==> src/design/sha_pkg.sv <==
// Package for the SHA-256 byte stream hasher: round constants, initial hash values,
// controller states and the command and status structs between controller and datapath.
// Depends on nothing.
`default_nettype none
package sha_pkg;

    typedef enum logic [2:0] {
        S_IDLE,
        S_COMP,
        S_FOLD,
        S_PAD,
        S_EMIT
    } t_state;

    typedef struct packed {
        logic       load_byte;
        logic [7:0] load_data;
        logic       pad_write;
        logic [5:0] pad_addr;
        logic [7:0] pad_data;
        logic       round_start;
        logic       round_step;
        logic [5:0] round_idx;
        logic       fold;
        logic       clear;
    } t_cmd;

    typedef struct packed {
        logic [5:0] fill;
        logic [63:0] total_bits;
    } t_status;

    localparam logic [7:0] PAD_BYTE = 8'h80;

    function automatic logic [31:0] round_k(input logic [5:0] idx);
        logic [31:0] k;
        case (idx)
            6'd0: k = 32'h428a2f98; 6'd1: k = 32'h71374491; 6'd2: k = 32'hb5c0fbcf;
            6'd3: k = 32'he9b5dba5; 6'd4: k = 32'h3956c25b; 6'd5: k = 32'h59f111f1;
            6'd6: k = 32'h923f82a4; 6'd7: k = 32'hab1c5ed5; 6'd8: k = 32'hd807aa98;
            6'd9: k = 32'h12835b01; 6'd10: k = 32'h243185be; 6'd11: k = 32'h550c7dc3;
            6'd12: k = 32'h72be5d74; 6'd13: k = 32'h80deb1fe; 6'd14: k = 32'h9bdc06a7;
            6'd15: k = 32'hc19bf174; 6'd16: k = 32'he49b69c1; 6'd17: k = 32'hefbe4786;
            6'd18: k = 32'h0fc19dc6; 6'd19: k = 32'h240ca1cc; 6'd20: k = 32'h2de92c6f;
            6'd21: k = 32'h4a7484aa; 6'd22: k = 32'h5cb0a9dc; 6'd23: k = 32'h76f988da;
            6'd24: k = 32'h983e5152; 6'd25: k = 32'ha831c66d; 6'd26: k = 32'hb00327c8;
            6'd27: k = 32'hbf597fc7; 6'd28: k = 32'hc6e00bf3; 6'd29: k = 32'hd5a79147;
            6'd30: k = 32'h06ca6351; 6'd31: k = 32'h14292967; 6'd32: k = 32'h27b70a85;
            6'd33: k = 32'h2e1b2138; 6'd34: k = 32'h4d2c6dfc; 6'd35: k = 32'h53380d13;
            6'd36: k = 32'h650a7354; 6'd37: k = 32'h766a0abb; 6'd38: k = 32'h81c2c92e;
            6'd39: k = 32'h92722c85; 6'd40: k = 32'ha2bfe8a1; 6'd41: k = 32'ha81a664b;
            6'd42: k = 32'hc24b8b70; 6'd43: k = 32'hc76c51a3; 6'd44: k = 32'hd192e819;
            6'd45: k = 32'hd6990624; 6'd46: k = 32'hf40e3585; 6'd47: k = 32'h106aa070;
            6'd48: k = 32'h19a4c116; 6'd49: k = 32'h1e376c08; 6'd50: k = 32'h2748774c;
            6'd51: k = 32'h34b0bcb5; 6'd52: k = 32'h391c0cb3; 6'd53: k = 32'h4ed8aa4a;
            6'd54: k = 32'h5b9cca4f; 6'd55: k = 32'h682e6ff3; 6'd56: k = 32'h748f82ee;
            6'd57: k = 32'h78a5636f; 6'd58: k = 32'h84c87814; 6'd59: k = 32'h8cc70208;
            6'd60: k = 32'h90befffa; 6'd61: k = 32'ha4506ceb; 6'd62: k = 32'hbef9a3f7;
            default: k = 32'hc67178f2;
        endcase
        return k;
    endfunction

    function automatic logic [31:0] init_hash(input logic [2:0] idx);
        logic [31:0] h;
        case (idx)
            3'd0: h = 32'h6a09e667; 3'd1: h = 32'hbb67ae85;
            3'd2: h = 32'h3c6ef372; 3'd3: h = 32'ha54ff53a;
            3'd4: h = 32'h510e527f; 3'd5: h = 32'h9b05688c;
            3'd6: h = 32'h1f83d9ab; default: h = 32'h5be0cd19;
        endcase
        return h;
    endfunction

endpackage
`default_nettype wire

==> src/design/sha_datapath.sv <==
// Datapath of the SHA-256 hasher: block buffer as sixteen words that also serve
// as the message schedule window, working variables, chaining words, fill and bit count.
// Depends on sha_pkg.
`default_nettype none
module sha_datapath (
    input  wire              i_clk,
    input  wire              i_rst_n,
    input  sha_pkg::t_cmd    i_cmd,
    output sha_pkg::t_status o_status,
    input  wire  [2:0]       i_out_idx,
    output logic [31:0]      o_digest_word
);
    import sha_pkg::*;

    logic [31:0] r_w [16];
    logic [31:0] r_v [8];
    logic [31:0] r_h [8];
    logic [5:0]  r_fill;
    logic [63:0] r_bits;

    function automatic logic [31:0] ror(input logic [31:0] x, input int n);
        return (x >> n) | (x << (32 - n));
    endfunction

    logic [31:0] s0, s1, n_w, big0, big1, ch, maj, t1, t2, w_cur;
    logic [3:0]  wr_word;
    logic [1:0]  wr_lane;
    logic [7:0]  wr_data;
    logic        wr_en;
    logic [5:0]  wr_addr;

    always_comb begin
        w_cur = r_w[0];
        s0 = ror(r_w[1], 7) ^ ror(r_w[1], 18) ^ (r_w[1] >> 3);
        s1 = ror(r_w[14], 17) ^ ror(r_w[14], 19) ^ (r_w[14] >> 10);
        n_w = r_w[0] + s0 + r_w[9] + s1;
        big1 = ror(r_v[4], 6) ^ ror(r_v[4], 11) ^ ror(r_v[4], 25);
        ch = (r_v[4] & r_v[5]) ^ (~r_v[4] & r_v[6]);
        t1 = r_v[7] + big1 + ch + round_k(i_cmd.round_idx) + w_cur;
        big0 = ror(r_v[0], 2) ^ ror(r_v[0], 13) ^ ror(r_v[0], 22);
        maj = (r_v[0] & r_v[1]) ^ (r_v[0] & r_v[2]) ^ (r_v[1] & r_v[2]);
        t2 = big0 + maj;
        wr_en = i_cmd.load_byte || i_cmd.pad_write;
        wr_addr = i_cmd.load_byte ? r_fill : i_cmd.pad_addr;
        wr_data = i_cmd.load_byte ? i_cmd.load_data : i_cmd.pad_data;
        wr_word = wr_addr[5:2];
        wr_lane = wr_addr[1:0];
    end

    always_ff @(posedge i_clk) begin
        if (i_cmd.round_step) begin
            for (int i = 0; i < 15; i++) begin
                r_w[i] <= r_w[i+1];
            end
            r_w[15] <= n_w;
        end else if (wr_en) begin
            case (wr_lane)
                2'd0: r_w[wr_word][31:24] <= wr_data;
                2'd1: r_w[wr_word][23:16] <= wr_data;
                2'd2: r_w[wr_word][15:8]  <= wr_data;
                default: r_w[wr_word][7:0] <= wr_data;
            endcase
        end
        if (i_cmd.round_start) begin
            for (int i = 0; i < 8; i++) begin
                r_v[i] <= r_h[i];
            end
        end else if (i_cmd.round_step) begin
            r_v[7] <= r_v[6]; r_v[6] <= r_v[5]; r_v[5] <= r_v[4];
            r_v[4] <= r_v[3] + t1;
            r_v[3] <= r_v[2]; r_v[2] <= r_v[1]; r_v[1] <= r_v[0];
            r_v[0] <= t1 + t2;
        end
    end

    always_ff @(posedge i_clk) begin
        if (!i_rst_n || i_cmd.clear) begin
            for (int i = 0; i < 8; i++) begin
                r_h[i] <= init_hash(3'(i));
            end
            r_fill <= '0;
            r_bits <= '0;
        end else begin
            if (i_cmd.fold) begin
                for (int i = 0; i < 8; i++) begin
                    r_h[i] <= r_h[i] + r_v[i];
                end
            end
            if (i_cmd.load_byte) begin
                r_fill <= r_fill + 6'd1;
                if (r_fill == 6'd63) begin
                    r_bits <= r_bits + 64'd512;
                end
            end
        end
    end

    assign o_status.fill = r_fill;
    assign o_status.total_bits = r_bits + {55'd0, r_fill, 3'd0};
    assign o_digest_word = r_h[i_out_idx];

endmodule
`default_nettype wire

==> src/design/sha_ctrl.sv <==
// Controller of the SHA-256 hasher: sequences byte loads, padding, the 64 rounds,
// the chaining fold and the eight digest words.
// Depends on sha_pkg.
`default_nettype none
module sha_ctrl (
    input  wire              i_clk,
    input  wire              i_rst_n,
    input  wire              i_valid,
    input  wire              i_kind,
    input  wire  [7:0]       i_data_byte,
    output logic             o_stall,
    input  sha_pkg::t_status i_status,
    output sha_pkg::t_cmd    o_cmd,
    output logic             o_valid,
    input  wire              i_stall,
    output logic [2:0]       o_word_index
);
    import sha_pkg::*;

    t_state      r_state, n_state;
    logic [5:0]  r_cnt, n_cnt;
    logic [5:0]  r_pad_pos, n_pad_pos;
    logic        r_final, n_final;
    logic [63:0] r_len, n_len;
    logic [2:0]  r_oidx, n_oidx;
    logic        r_pending;
    logic        len_block;

    assign len_block = r_final || (r_len[8:6] != 3'b111);

    always_ff @(posedge i_clk) begin
        if (!i_rst_n) begin
            r_state <= S_IDLE;
            r_cnt <= '0;
            r_pad_pos <= '0;
            r_final <= 1'b0;
            r_oidx <= '0;
        end else begin
            r_state <= n_state;
            r_cnt <= n_cnt;
            r_pad_pos <= n_pad_pos;
            r_final <= n_final;
            r_oidx <= n_oidx;
        end
        r_len <= n_len;
    end

    always_comb begin
        n_state = r_state;
        n_cnt = r_cnt;
        n_pad_pos = r_pad_pos;
        n_final = r_final;
        n_len = r_len;
        n_oidx = r_oidx;
        o_cmd = '0;
        o_cmd.round_idx = r_cnt;
        o_cmd.load_data = i_data_byte;
        o_stall = 1'b1;
        o_valid = 1'b0;
        case (r_state)
            S_IDLE: begin
                o_stall = 1'b0;
                if (i_valid) begin
                    if (!i_kind) begin
                        o_cmd.load_byte = 1'b1;
                        if (i_status.fill == 6'd63) begin
                            o_cmd.round_start = 1'b1;
                            n_cnt = '0;
                            n_final = 1'b0;
                            n_state = S_COMP;
                        end
                    end else begin
                        n_len = i_status.total_bits;
                        o_cmd.pad_write = 1'b1;
                        o_cmd.pad_addr = i_status.fill;
                        o_cmd.pad_data = PAD_BYTE;
                        n_pad_pos = i_status.fill + 6'd1;
                        n_final = 1'b0;
                        if (i_status.fill == 6'd63) begin
                            o_cmd.round_start = 1'b1;
                            n_cnt = '0;
                            n_state = S_COMP;
                        end else begin
                            n_state = S_PAD;
                        end
                    end
                end
            end
            S_PAD: begin
                o_cmd.pad_write = 1'b1;
                o_cmd.pad_addr = r_pad_pos;
                if (len_block && r_pad_pos >= 6'd56) begin
                    o_cmd.pad_data = r_len[8*(63 - r_pad_pos) +: 8];
                end else begin
                    o_cmd.pad_data = 8'h00;
                end
                n_pad_pos = r_pad_pos + 6'd1;
                if (r_pad_pos == 6'd63) begin
                    o_cmd.round_start = 1'b1;
                    n_cnt = '0;
                    n_final = len_block;
                    n_state = S_COMP;
                end
            end
            S_COMP: begin
                o_cmd.round_step = 1'b1;
                n_cnt = r_cnt + 6'd1;
                if (r_cnt == 6'd63) begin
                    n_state = S_FOLD;
                end
            end
            S_FOLD: begin
                o_cmd.fold = 1'b1;
                n_oidx = '0;
                if (r_final) begin
                    n_state = S_EMIT;
                end else if (i_status.fill == 6'd0 && r_pad_pos == 6'd0 && !r_pending) begin
                    n_state = S_IDLE;
                end else begin
                    n_pad_pos = '0;
                    n_final = 1'b1;
                    n_state = S_PAD;
                end
            end
            S_EMIT: begin
                o_valid = 1'b1;
                if (!i_stall) begin
                    n_oidx = r_oidx + 3'd1;
                    if (r_oidx == 3'd7) begin
                        o_cmd.clear = 1'b1;
                        n_state = S_IDLE;
                    end
                end
            end
            default: n_state = S_IDLE;
        endcase
    end

    // A pending finish is tracked so that a block compressed after padding
    // leads on to the length block rather than back to idle.
    always_ff @(posedge i_clk) begin
        if (!i_rst_n) begin
            r_pending <= 1'b0;
        end else if (r_state == S_IDLE && i_valid && i_kind) begin
            r_pending <= 1'b1;
        end else if (r_state == S_EMIT) begin
            r_pending <= 1'b0;
        end
    end

    assign o_word_index = r_oidx;

endmodule
`default_nettype wire

==> src/design/sha256_byte_stream_hasher.sv <==
// SHA-256 over a byte stream: one byte is taken per cycle while the block fills;
// a full block then stalls the input through its 64 rounds, one per cycle, and the fold.
// A finish pads the block at one byte per cycle, runs one or two compressions and
// presents eight digest words, one per cycle unless stalled.
// Reset is synchronous, active low, and restores the initial hash values.
`default_nettype none
module sha256_byte_stream_hasher (
    input  wire         i_clk,
    input  wire         i_rst_n,
    input  wire         i_valid,
    output logic        o_stall,
    input  wire         i_kind,
    input  wire  [7:0]  i_data_byte,
    output logic        o_valid,
    input  wire         i_stall,
    output logic [31:0] o_digest_word,
    output logic [2:0]  o_word_index,
    output logic        o_last_word
);
    import sha_pkg::*;

    t_cmd    cmd;
    t_status status;

    sha_ctrl u_ctrl (
        .i_clk(i_clk), .i_rst_n(i_rst_n), .i_valid(i_valid), .i_kind(i_kind),
        .i_data_byte(i_data_byte), .o_stall(o_stall), .i_status(status),
        .o_cmd(cmd), .o_valid(o_valid), .i_stall(i_stall), .o_word_index(o_word_index)
    );

    sha_datapath u_dp (
        .i_clk(i_clk), .i_rst_n(i_rst_n), .i_cmd(cmd), .o_status(status),
        .i_out_idx(o_word_index), .o_digest_word(o_digest_word)
    );

    assign o_last_word = (o_word_index == 3'd7);

`ifndef NO_ASSERTIONS
    a_no_out_while_in: assert property (@(posedge i_clk) disable iff (!i_rst_n)
        o_valid |-> o_stall) else $error("input taken during digest output");
    a_index_steps: assert property (@(posedge i_clk) disable iff (!i_rst_n)
        (o_valid && !i_stall && !o_last_word) |=> (o_valid && o_word_index != 3'd0))
        else $error("digest index did not advance");
    a_ctrl_excl: assert property (@(posedge i_clk) disable iff (!i_rst_n)
        !(cmd.round_step && cmd.load_byte)) else $error("load during rounds");
`endif

endmodule
`default_nettype wire

==> config.mk <==
export PLATFORM = sky130hd
export DESIGN_NAME = sha256_byte_stream_hasher
export DESIGN_NICKNAME = d
export VERILOG_FILES = /design/src/design/sha_pkg.sv /design/src/design/sha_datapath.sv /design/src/design/sha_ctrl.sv /design/src/design/sha256_byte_stream_hasher.sv
export SDC_FILE = /design/constraint.sdc
export NUM_CORES = 2
export LEC_CHECK = 0
export BUFFER_PORTS_ARGS = -buffer_cell sky130_fd_sc_hd__buf_2
export CORE_MARGIN = 5
export CORE_UTILIZATION = 50
export DETAILED_ROUTE_END_ITERATION = 10
export HOLD_SLACK_MARGIN = 0.1
export PLACE_DENSITY = 0.72
export SLEW_MARGIN = 20
export SYNTH_ARGS = -nofsm -noshare
export SYNTH_HDL_FRONTEND = slang
export SYNTH_SLANG_ARGS = --single-unit
==> constraint.sdc <==
create_clock -name i_clk -period 7.91 [get_ports i_clk]
set_input_delay 0.791 -clock i_clk [delete_from_list [all_inputs] [get_ports i_clk]]
set_output_delay 0.791 -clock i_clk [all_outputs]
set_load 0.01 [all_outputs]
; ---- After elaboration in Yosys (flattened, before gate mapping)
; Memory sizes are Yosys's and may differ from the RTL's. A register that Yosys moved wholly into a read port is not among the register bits.
; Cells that the tools add are included.
; Widths: inputs -> output; s select.
[word_totals]
register_bits = 154
ram_bits = 1024
mem_bits_ro = 2048
output_inout_bits = 38
wordCells = 238
memories = 4
[mem_list]
columns = name, words, width, rd, rd_clocked_by_memory_dff, write_ports, line_no
row1 = (no name shown), 64, 32, 1, 1, 0, sha_pkg.sv:37  ; case (idx)
row2 = u_dp.r_w, 16, 32, 16, 0, 16, sha_datapath.sv:15  ; logic [31:0] r_w [16];
row3 = u_dp.r_h, 8, 32, 9, 1, 8, sha_datapath.sv:17  ; logic [31:0] r_h [8];
row4 = u_dp.r_v, 8, 32, 8, 0, 8, sha_datapath.sv:16  ; logic [31:0] r_v [8];
[classes]
add_sub_neg = 25
magnitude_cmp = 1
eq_ne = 21
shifts = 1
muxes = 107
bitwise_logic = 43
n_reduce_logical = 27
[ops]
columns = op, n
row1 = $mux 32, 25
row2 = $add 32x32->32, 18
row3 = $xor 32x32->32, 9
row4 = $and 32x32->32, 5
row5 = $add 64x10->64 const B, 1
row6 = $add 64x9->64, 1
row7 = $shiftx 64x33->8, 1
row8 = $mux 6, 10
row9 = $mux 1, 47
row10 = $pmux 6 s3, 2
row11 = $mux 3, 11
row12 = $not 32->32, 1
row13 = $or 10x32->32, 1
row14 = $or 13x32->32, 1
row15 = $or 14x32->32, 1
row16 = $or 15x32->32, 1
row17 = $or 19x32->32, 1
row18 = $or 21x32->32, 1
row19 = $or 25x32->32, 1
row20 = $or 26x32->32, 1
row21 = $or 30x32->32, 1
row22 = $or 7x32->32, 1
row23 = $pmux 16 s2, 1
row24 = $reduce_or 32->1, 1
row25 = other kinds (39), 82

; ---- Depth between registers and ports, before layout
[logic_depth]
word_depth = 14
ltp_mapped = 33
mapped_depth_nobuf = 32

; ---- By module
; From an unflattened synthesis, not the netlist that was laid out.
[hier_totals]
cells_unflattened = 7372
area_unflattened_um2 = 76861.2
[modules_own_cells]
columns = module, n_inst, cells_per_inst, area_per_inst_um2
row1 = sha_datapath, 1, 7075, 72983.7
row2 = sha_ctrl, 1, 296, 3871.2
row3 = sha256_byte_stream_hasher, 1, 1, 6.3

; ---- Worst setup path after synthesis
; OpenSTA, ideal clock, no wires.
[synth_path]
kind = input to register
from = input port i_rst_n
to = memory u_dp.r_h[0][0] (enable)
setup_ns = 1.958
arrival_ns = 6.103
path_slack_ns = -0.151
cell_stages = 6
path_buffers = 3
path_cell_list = clkinv_1 > nor2_1 > clkbuf_1 > clkbuf_1 > clkbuf_1 > nand2_1
[synth_rtl]
columns = element, line_no
row1 = from (decl), sha256_byte_stream_hasher.sv:9  ; input wire i_rst_n,
row2 = to (decl), sha_datapath.sv:17

==> qor.yml <==
route:
  vias: 61800
  wl_um: 244000
  drt_iter0_markers: 7370
  firstDrtPassIters: 8
  wl_per_cell_um: 24.5
  postRouteAntennaNets: 0
  viasPerCell: 6.21
  drc: 0
timing:
  setup_viol: 0
  rsz0062_at_grt: "false"
  drv_slew: 0
  finalSetupTns_ns: 0
  fmax_mhz: 131
  fin_skew_ns: 0.0703
  max_slew_margin: 0.218
  worst_slack_ns: 0.305
  fin_crit_ns: 7.61
  tightestPinTransition_ns: 1.17
  hold_viol_final: 0
  timing.final.crit_share: 0.961
placement:
  detailed_place_hpwl_um: 177000
  port_buffers: 50
  dpl_worst_slack_ns: 0.218
  place_congestion: 1.00
critical_path:
  critPathMaxStageDelay_ns: 0.54
  path_common_cell: "inv_1"
  reg2reg_depth: 33
  endpoint: "u_dp.r_v[0][25]"
  reg2reg_to: "u_dp.r_v[0][25]"
  cp-start-kind: "register"
  criticalPathCategory: "register to register"
  crit_start: "u_dp.r_v[1][12]"
  regToRegStartpoint: "u_dp.r_v[1][12]"
  worst_ep_required_time_ns: 8.37
  end_kind: "register"
  worst-path-max-fanout: 5
  critPathArrivalTime_ns: 8.07
  reg2reg_slack_ns: 0.30
  cpMaxStageDelayCell: "fa_1"
global_routing:
  grt_pass1_vias: 58600
  grt_max_degree: 153
  grt_overflow_total: 0
  gr-usage-all-layers: 0.292
  grt_pass1_wl_um: 365000
  antenna_found_initial: 10
finish:
  fin_util: 0.547
  drive_gt1_frac: 0.0706
  synthToLayoutAreaGrowth_pct: 8.71
  fin_nets: 8396
synthesis:
  synth_cell_types: 98
  synth.cell_area_um2: 77700
  synth_nets: 8526
  synth_edf_count: 1085
  yosysTopAreaCell: "edfxtp_1"
  ys.flop_type: "edfxtp_1"
  synth_cells: 7922
  synth.top_cell.area_share: 0.419
  synthArstFlopShare: 0
  synth_area_leaders: "edfxtp_1 42%, nand2_1 7.1%, ha_1 6.4%"
  ys_warn_count: 0
  ys_seq_area_frac: 0.449
  avgSynthCellArea_um2: 9.81
  ys_ff_latch: 1201
floorplanning:
  die_height_um: 404
  pin_count: 51
  initial_core_util: 0.503
  coreArea_um2: 154000
  rows: 144
  die_w_um: 404
  dieArea_um2: 163000
flow_run:
  max_cap_violations: 0
clock_tree:
  root_buffer: "clkbuf_16"
  htreeDepth: 4
  postCtsHoldBufs: 0
  numClockSinks: 1201
  cts_tree: "yes"
  cts_buffer_depth: 3
  clk_pin_slew_ns: 0.07
  worstSkewPairLatency_ns: 0.81
  cts_buffers: 136
min_path:
  worstHoldPathType: "input pin to register"
status:
  status: "finished clean"
==> critical path, delay by kind of cell, from the launching register on <==
kind | cells | cell delay, ns
xor gates and xnor gates | 4 | 0.70
and+or+nand+nor | 4 | 0.65
buffers and inverters | 7 | 0.63
DFF | 1 | 0.42
AOI/OAI and AO/OA | 12 | 2.28
adders and majority gates | 6 | 2.64
==> what timing repair did <==
| action | CTS | global route |
|---|---|---|
| endpoints found under the setup margin | 0 | 5 |
| resized for setup | 0 | 7 |
| setup buffers | 0 | 1 |
==> synthesized netlist by cell type (38+ instances only) <==
library cell / number
a211oi_1: 53
a21o_1: 181
a21oi_1: 506
a31oi_1: 51
and2_1: 38
and3_1: 59
clkbuf_1: 361
dfxtp_1: 116
edfxtp_1: 1085
fa_1: 195
ha_1: 396
inv_1: 390
mux2_2: 42
mux2i_1: 54
mux4_2: 77
nand2_1: 1462
nand2b_1: 66
nand3_1: 103
nand4_1: 39
nor2_1: 532
nor2b_1: 57
nor3_1: 114
o211ai_1: 41
o21a_1: 76
o21ai_0: 643
o21ai_1: 75
or3_1: 58
xnor2_1: 349
xor2_1: 227
==> area by class of cell <==
| class | instances | area [um2] |
|---|---|---|
| tap | 2044 | 2560 |
| fill | 13300 | 69900 |
| inverter | 398 | 1500 |
| timing repair buffer | 147 | 1040 |
| multi-input combinational | 5908 | 39900 |
| clock inverter | 68 | 880 |
| sequential | 1201 | 34900 |
| antenna | 3 | 7.51 |
| clock buffer | 182 | 3700 |
==> registers in the layout, summed over array words and instances (netlist names), named ones only <==
signal and count:
u_ctrl.r_cnt 6, u_ctrl.r_pending 1, u_dp.r_fill 6, u_dp.r_v 256
u_ctrl.o_word_index 3, u_dp.r_bits 55, u_dp.r_h 256, u_ctrl.r_final 1
u_dp.r_w 512, u_ctrl.r_state 3, u_ctrl.r_pad_pos 6, u_ctrl.r_len 61
==> cell usage in the layout, fill, tap and decap left out, types with 54 or more instances in the layout <==
cell type	instances
nor3_1	114
o21ai_0	641
xor2_1	225
and3_1	59
or3_1	58
ha_1	396
nor2b_1	57
mux4_2	77
o21a_1	76
clkbuf_16	137
fa_1	195
xnor2_1	349
edfxtp_1	1085
buf_4	92
o21ai_1	75
nor2_1	529
dfxtp_1	113
mux2i_1	54
nand2b_1	66
a21o_1	180
nand3_1	103
inv_1	388
a21oi_1	501
nand2_1	1460
==> logic make-up after synthesis <==
logic type	synth area share
DFF	0.449
xor gates and xnor gates	0.0655
adders and majority gates	0.114
AOI/OAI and AO/OA	0.150
and+or+nand+nor	0.146
buffers and inverters	0.0398
muxes	0.0353
==> worst min path at each step <==
| stage | startpoint | end | slack (ns) | cells after the start |
|---|---|---|---|---|
| after floorplan | u_dp.r_fill[3] | u_ctrl.r_len[6] | 0.40 | 0 |
| after global placement | u_dp.r_bits[63] | u_ctrl.r_len[63] | 0.44 | 0 |
| after detailed placement | u_dp.r_bits[51] | u_ctrl.r_len[51] | 0.46 | 0 |
| after CTS | i_stall | register | 0.38 | 3 |
| after global routing | i_stall | register | 0.45 | 3 |
| final | i_stall | register | 0.43 | 3 |
==> stage by stage <==
stage / cell area [um2] / hold WS, ns / instances
floorplan: 77700 / 0.403 / 7922
global placement: 79900 / 0.444 / 9696
detailed placement: 79900 / 0.458 / 9696
CTS: 84400 / 0.378 / 9946
global route: 84500 / 0.446 / 9948
finish: 84500 / 0.428 / 9951
==> per-layer routing <==
| metal | vias up | GRT usage | share of wire |
|---|---|---|---|
| li1 | 27800 | - | - |
| met1 | 30200 | 0.405 | 0.41 |
| met2 | 3212 | 0.454 | 0.44 |
| met3 | 586 | 0.0538 | 0.10 |
| met4 | 10 | 0.120 | 0.046 |
| met5 | - | 0 | 0.00027 |
Power is left out: the tool's default activity adds up to more than one toggle a clock period on the data nets, which glitch-free logic cannot reach.
